$ cat src/sv/nsqm_pkg.sv
// nsqm_pkg: shared constants, status codes and types for the stack/queue manager.
// Depends on nothing; imported by nsqm_meta and the top-level core.
package nsqm_pkg;

    localparam int NUM_LISTS  = 16;
    localparam int LIST_DEPTH = 64;
    localparam int LIST_W     = 4;
    localparam int PTR_W      = $clog2(LIST_DEPTH);
    localparam int CNT_W      = PTR_W + 1;
    localparam int ADDR_W     = LIST_W + PTR_W;
    localparam int STORE_N    = NUM_LISTS * LIST_DEPTH;
    localparam int DATA_W     = 64;

    localparam logic [1:0] REQ_CREATE = 2'd0;
    localparam logic [1:0] REQ_PUSH   = 2'd1;

    localparam logic [2:0] ST_OK      = 3'd0;
    localparam logic [2:0] ST_EXISTS  = 3'd1;
    localparam logic [2:0] ST_MISSING = 3'd2;
    localparam logic [2:0] ST_EMPTY   = 3'd3;
    localparam logic [2:0] ST_FULL    = 3'd4;

    typedef struct packed {
        logic [2:0]        status;
        logic              pop_ok;
        logic              mem_we;
        logic              mem_re;
        logic [ADDR_W-1:0] mem_addr;
    } meta_rsp_t;

endpackage

$ cat src/sv/nsqm_meta.sv
// nsqm_meta: per-list descriptors (exists, kind, oldest pointer, count),
// request decode and entry-store address generation. Depends on nsqm_pkg.
module nsqm_meta
    import nsqm_pkg::*;
(
    input  logic              clk,
    input  logic              rst_n,
    input  logic              accept,
    input  logic [1:0]        req_type,
    input  logic [LIST_W-1:0] list_id,
    input  logic              make_stack,
    output meta_rsp_t         rsp
);

    logic [NUM_LISTS-1:0] exists_reg;
    logic [NUM_LISTS-1:0] is_stack_reg;
    logic [PTR_W-1:0]     oldest_reg [NUM_LISTS];
    logic [CNT_W-1:0]     count_reg  [NUM_LISTS];

    logic             id_ok;
    logic             ex;
    logic             stk;
    logic [PTR_W-1:0] oldest;
    logic [CNT_W-1:0] count;
    logic [CNT_W-1:0] offset;
    logic [PTR_W-1:0] pos;
    logic             do_create;
    logic             do_push;
    logic             do_pop;
    logic             pop_fifo;

    always_comb
    begin
        id_ok  = (32'(list_id) < NUM_LISTS);
        ex     = exists_reg[list_id];
        stk    = is_stack_reg[list_id];
        oldest = oldest_reg[list_id];
        count  = count_reg[list_id];

        do_create = 1'b0;
        do_push   = 1'b0;
        do_pop    = 1'b0;
        rsp.status = ST_OK;

        if (!id_ok)
        begin
            rsp.status = ST_MISSING;
        end
        else if (req_type == REQ_CREATE)
        begin
            if (ex)
            begin
                rsp.status = ST_EXISTS;
            end
            else
            begin
                do_create = 1'b1;
            end
        end
        else if (!ex)
        begin
            rsp.status = ST_MISSING;
        end
        else if (req_type == REQ_PUSH)
        begin
            if (32'(count) >= LIST_DEPTH)
            begin
                rsp.status = ST_FULL;
            end
            else
            begin
                do_push = 1'b1;
            end
        end
        else
        begin
            if (count == '0)
            begin
                rsp.status = ST_EMPTY;
            end
            else
            begin
                do_pop = 1'b1;
            end
        end

        pop_fifo = do_pop && !stk;
        if (do_push)
        begin
            offset = count;
        end
        else if (do_pop && stk)
        begin
            offset = count - CNT_W'(1);
        end
        else
        begin
            offset = '0;
        end
        pos = oldest + offset[PTR_W-1:0];

        rsp.pop_ok   = do_pop;
        rsp.mem_we   = accept && do_push;
        rsp.mem_re   = accept && do_pop;
        rsp.mem_addr = {list_id, pos};
    end

    always_ff @(posedge clk or negedge rst_n)
    begin
        if (!rst_n)
        begin
            exists_reg   <= '0;
            is_stack_reg <= '0;
            for (int i = 0; i < NUM_LISTS; i++)
            begin
                oldest_reg[i] <= '0;
                count_reg[i]  <= '0;
            end
        end
        else if (accept)
        begin
            if (do_create)
            begin
                exists_reg[list_id]   <= 1'b1;
                is_stack_reg[list_id] <= make_stack;
                oldest_reg[list_id]   <= '0;
                count_reg[list_id]    <= '0;
            end
            if (do_push)
            begin
                count_reg[list_id] <= count + CNT_W'(1);
            end
            if (do_pop)
            begin
                count_reg[list_id] <= count - CNT_W'(1);
            end
            if (pop_fifo)
            begin
                oldest_reg[list_id] <= oldest + PTR_W'(1);
            end
        end
    end

endmodule

$ cat config.mk
export PLATFORM = sky130hd
export DESIGN_NAME = nsqm_meta
export DESIGN_NICKNAME = d
export VERILOG_FILES = /design/src/sv/nsqm_pkg.sv /design/src/sv/nsqm_meta.sv
export SDC_FILE = /design/constraint.sdc
export NUM_CORES = 1
export LEC_CHECK = 0
export BUFFER_PORTS_ARGS = -buffer_cell sky130_fd_sc_hd__buf_4
export CAP_MARGIN = 20
export CORE_MARGIN = 1.5
export CORE_UTILIZATION = 40
export DETAILED_ROUTE_END_ITERATION = 7
export GPL_TIMING_DRIVEN = 0
export PLACE_DENSITY_LB_ADDON = 0.15
export REMOVE_ABC_BUFFERS = 1
export SYNTH_ARGS = -nofsm -noshare
export SYNTH_HDL_FRONTEND = slang
export SYNTH_SLANG_ARGS = --single-unit
export TNS_END_PERCENT = 30
$ cat constraint.sdc
create_clock -name clk -period 12.3 [get_ports clk]
set_input_delay 3.69 -clock clk [delete_from_list [all_inputs] [get_ports clk]]
set_output_delay 3.69 -clock clk [all_outputs]
set_load 0.02 [all_outputs]
-- Word-level counts from Yosys, hierarchy flattened
Cells that the tools add are included.
- register bits: 240
- bits of input ports: 10
- output and inout port bits: 16
- $add $sub $neg: 4
- $lt $le $gt $ge: 5
- equal/unequal tests: 1
- multiplexer cells: 46
- bitwise logic cells: 6
- reductions and logical operators: 10
- operators with widths (kind ; count):
    $mux W112 ; 5
    $mux W96 ; 3
    $bwmux W112 ; 2
    $and A112 B112 Y112 ; 1
    $not A112 Y112 ; 1
    $and A96 B96 Y96 ; 1
    $bwmux W96 ; 1
    $not A96 Y96 ; 1
    $mux W6 ; 5
    $bmux W7 S4 ; 1
    $demux W7 S4 ; 1
    $bmux W6 S4 ; 1
    $demux W6 S4 ; 1
    $mux W7 ; 3
    $bwmux W16 ; 1
    $or A16 B16 Y16 ; 1
    $mux W1 ; 14
    $mux W3 ; 4
    $bmux W1 S4 ; 2
    $add A7 B1 Y7 const B ; 1
    $ge A7 B7 Y1 const B ; 1
    $logic_not A7 Y1 ; 1
    $sub A7 B1 Y7 const B ; 1
    $add A6 B1 Y6 const B ; 1
    other kinds (13) ; 18

-- Logic depth before layout (Yosys ltp)
- depth in word-level cells: 14
- mapped depth: 19
- gate-level depth less buffers: 17

-- Worst setup path before layout
No wires, ideal clock.
- path kind: input to output
- start: in list_id[0]
- end: out rsp[5] (netlist name)
- data arrival time: 8.663 ns
- data required time: 8.610 ns
- setup slack: -0.053 ns
- stages on the path: 19
- path through: buf_6 buf_6 buf_6 mux4_2 a221oi_4 ha_1 inv_1 a211o_1 a2111o_1 o21ai_0 o22ai_1 ha_1 a21o_1 a21oi_1 o21ai_0 xnor2_1 or4b_1 a21oi_1 nand4b_1
- RTL lines (what ; line ; source):
    start: declaration ; nsqm_meta.sv:10 ; input logic [LIST_W-1:0] list_id,
    end: declaration ; nsqm_meta.sv:12 ; output meta_rsp_t rsp

==> run_results.csv <==
group,metric,value,unit
place,hpwl,32810,um
global_route,grt.overflow.total,0,
pwr,power_frac_clock,37.2,%
final_layout,fin_area,15270,um^2
logic_synthesis,ys_types,75,
timing,tightest_slew,1.206,ns
logic_synthesis,ys_seq_elements,240,
place,place.gp.congestion,0.9738,
worst_setup_path,path_class,"input port to output pin",
pwr,p_leak,6.218,nW
logic_synthesis,synthFlopType,"dfrtp_1",
timing,hold_violations,0,
final_layout,instances_no_fill,1658,
worst_setup_path,arrival,8.46,ns
min_path,holdPathStages,1,
timing,period_minus_slack,12.15,ns
job,cap_violations,0,
global_route,grt_max_degree,87,
pwr,switching_power,0.7542,mW
place,port_buffers,25,
pwr,p_seq_share,39.7,%
min_path,hold_path_class,"flop to flop",
worst_setup_path,worstPathRequired,8.61,ns
worst_setup_path,r2r-start,"count_reg[91]$_DFFE_PN0P_",
timing,slew_headroom,19.63,%
clock_tree,cts.sinks,240,
clock_tree,cts_buffers,29,
worst_setup_path,r2r_cells,13,
pwr,swShare,31.97,%
logic_synthesis,synth_cells,1182,
logic_synthesis,synth_edf_count,0,
global_route,antenna_found_initial,0,
clock_tree,clkTransAtPathRegs,0.06,ns
floorplanning,start_util,40.75,%
pwr,vdd_ir_drop_max,0.1102,mV
global_route,grt_pass1_wl,74330,um
timing,finalSetupViolCount,0,
pwr,combPwrFrac,23.1,%
logic_synthesis,synthSimpleGateAreaFrac,11.03,%
drt,dr.pass1.iters,6,
timing,finClkSkew,0.01918,ns
final_layout,drive_above_1_share,21.55,%
worst_setup_path,critPathLaunchType,"input port",
logic_synthesis,synth-seq-area-share,45.18,%
worst_setup_path,critPathMaxFanout,15,
timing,finalCritPeriodShare,98.79,%
clock_tree,clock_latency,0.57,ns
timing,fmax,82.30,MHz
pwr,p_int,1.605,mW
logic_synthesis,synth_area_leader_cell,"dfrtp_1",
logic_synthesis,synth_compound_area_share,25.05,%
drt,via_per_inst,6.720,
min_path,holdCritStartpoint,"exists_reg[9]$_DFFE_PN0P_",
drt,drcViolationCount,0,
drt,drt-initial-drc-count,1216,
drt,ant_nets,0,
logic_synthesis,synth_area_leaders,"dfrtp_1 (45%), mux4_2 (11%), a22o_1 (5.3%)",
final_layout,antennaDiodeCount,0,
logic_synthesis,netlist_area,13290,um^2
status,outcome,"complete, no violations",
place,dp_cells,1586,
logic_synthesis,synth_top_area_share,45.18,%
clock_tree,cts_tree,"built",
floorplanning,die_w,185.3,um
floorplanning,core-area,32620,um^2
clock_tree,cts_root_buf,"clkbuf_16",
timing,slew_viol_final,0,
final_layout,areaGrowthSynthToFinish,14.88,%
global_route,grt_pass1_vias,11080,
logic_synthesis,synth_top_family_by_area,"compound AO/OA/AOI/OAI gates",
logic_synthesis,synthAdderAreaFrac,0.9037,%
logic_synthesis,async_flop_share,100.0,%
drt,drt-total-wl,49730,um
logic_synthesis,synth-xor-area-share,0.7248,%
floorplanning,boundaryPins,26,
final_layout,largest_register_ffs,112,
floorplanning,die-area,34330,um^2
floorplanning,fp-row-count,66,
final_layout,nets,1212,
logic_synthesis,synth_mux_area_share,13.31,%
floorplanning,fp.dieH,185.3,um
worst_setup_path,critical_path.startpoint,"list_id[0]",
worst_setup_path,end_kind,"output pin",
drt,wire_per_inst,29.99,um
clock_tree,clockBufferDepth,3,
drt,num_vias,11140,
clock_tree,ctsHoldBuffers,0,
global_route,grt.total_usage,29.55,%
place,postPlaceCellArea,13940,um^2
timing,final.setup.tns,0,ns
logic_synthesis,avgSynthCellArea,11.24,um^2
pwr,powerDensity,154.5,nW/um^2
clock_tree,cts_max_level,1,
logic_synthesis,ys_warn_count,0,
## layout make-up
type                            count  area, um^2
Inverter                           14       52.55
Multi-Input combinational cell    840        6900
Fill cell                        2973       17350
Timing Repair Buffer               68       794.5
Clock buffer                       41       840.8
Sequential cell                   240        6006
Clock inverter                     13       122.6
Tap cell                          442       553.0
## per-layer routing
metal  GRT usage, %  vias up  routed length [um]
li1               -     4696                   -
met1          41.74     5720               20980
met2          45.27      588               22330
met3          5.663      137                4463
met4          10.50        0                1963
met5              0        -                   0
## power groups by stage
stage | Sequential, mW | Clock, mW | Combinational (mW)
global route | 0.946 | 0.920 | 0.579
finish | 0.937 | 0.877 | 0.545
global placement | 0.945 | 0 | 0.486
detailed placement | 0.947 | 0 | 0.505
CTS | 0.934 | 0.886 | 0.523
floorplan | 0.925 | 0 | 0.320
## Yosys cell counts (4+ instances only)
library cell and number:
ha_1 8, nand4_1 4, a31oi_1 5, mux2i_1 8, dfrtp_1 240, o31ai_1 21, xnor2_1 8, nand2_1 128
mux4_2 65, a32o_1 10, nand3_1 22, a21o_1 6, buf_1 4, o21ai_0 54, o211ai_1 13, a22oi_1 14
o2bb2ai_1 76, a221oi_1 17, a31o_2 8, buf_6 6, nor3_1 19, inv_1 13, mux2_2 20, or2_2 17
a221o_1 6, a22o_1 81, nor2_1 62, nand2b_1 9, a21oi_1 32, and2_1 8, a211oi_1 10, buf_4 15
clkbuf_1 47, nor4_1 10, buf_2 16, or3_1 4, nor2b_1 9, o221ai_1 27
## per-stage QoR
stage / utilization, % / worst slack [ns] / total power [mW] / hold slack [ns]
global route: 46.81 / -0.02285 / 2.446 / 0.4819
floorplan: - / 0.3009 / 1.245 / 0.4287
CTS: 46.36 / 0.01560 / 2.344 / 0.4695
finish: 46.81 / 0.1487 / 2.359 / 0.4714
global placement: 41.63 / -2.335 / 1.431 / 0.4501
detailed placement: 42.73 / -1.692 / 1.452 / 0.4481
## timing repair
item | CTS | global route
pin swaps | 5 | 4
setup endpoints to repair | 6 | 1
buffers inserted | 5 | 6
gates resized for setup | 18 | 7
cloned | 3 | 1
hold endpoints to repair | 0 | 0
## worst max-delay path, cell delays in order
cell and delay, ns:
buf_16 0.16, buf_16 0.19, mux4_2 0.58, a221oi_4 0.37, ha_4 0.23, inv_1 0.04, a211o_1 0.32, a2111oi_4 0.47
buf_8 0.17, nand2_1 0.12, a32o_1 0.31, ha_1 0.34, a21oi_2 0.20, o21ai_2 0.10, xnor2_2 0.23, or4b_1 0.45
a21oi_1 0.15, nand4b_1 0.15, buf_4 0.16
## placed cells by master (no fill, tap or decap), drive strengths merged, types with 21 or more instances in the layout
master | Yosys | routed
a22o | 81 | 81
nand2 | 129 | 129
nor2 | 62 | 62
a21oi | 32 | 32
o21ai | 58 | 58
clkbuf | 47 | 42
buf | 41 | 64
nand3 | 22 | 22
o221ai | 27 | 27
mux4 | 65 | 65
dfrtp | 240 | 240
o31ai | 21 | 21
o2bb2ai | 76 | 76
## worst paths after layout
check / to / slack, ns
max: rsp[5] / 0.15
min reg2reg: exists_reg[9]$_DFFE_PN0P_ / 0.47
max reg2reg: count_reg[77]$_DFFE_PN0P_ / 7.47
min: exists_reg[9]$_DFFE_PN0P_ / 0.47
max in group asynchronous: oldest_reg[26]$_DFFE_PN0P_ / 8.33
min in group asynchronous: count_reg[53]$_DFFE_PN0P_ / 3.10
## cell families (layout without fill, tap and decap cells)
kind of cell / count (synthesis) / count (layout)
mux: 93 / 93
xor+xnor: 11 / 11
simple gates: 310 / 310
buf+inv: 102 / 136
compound gates: 417 / 417
flops: 240 / 240
fa+ha+maj: 9 / 9
Note: power is estimated with default switching activity, not from simulation.
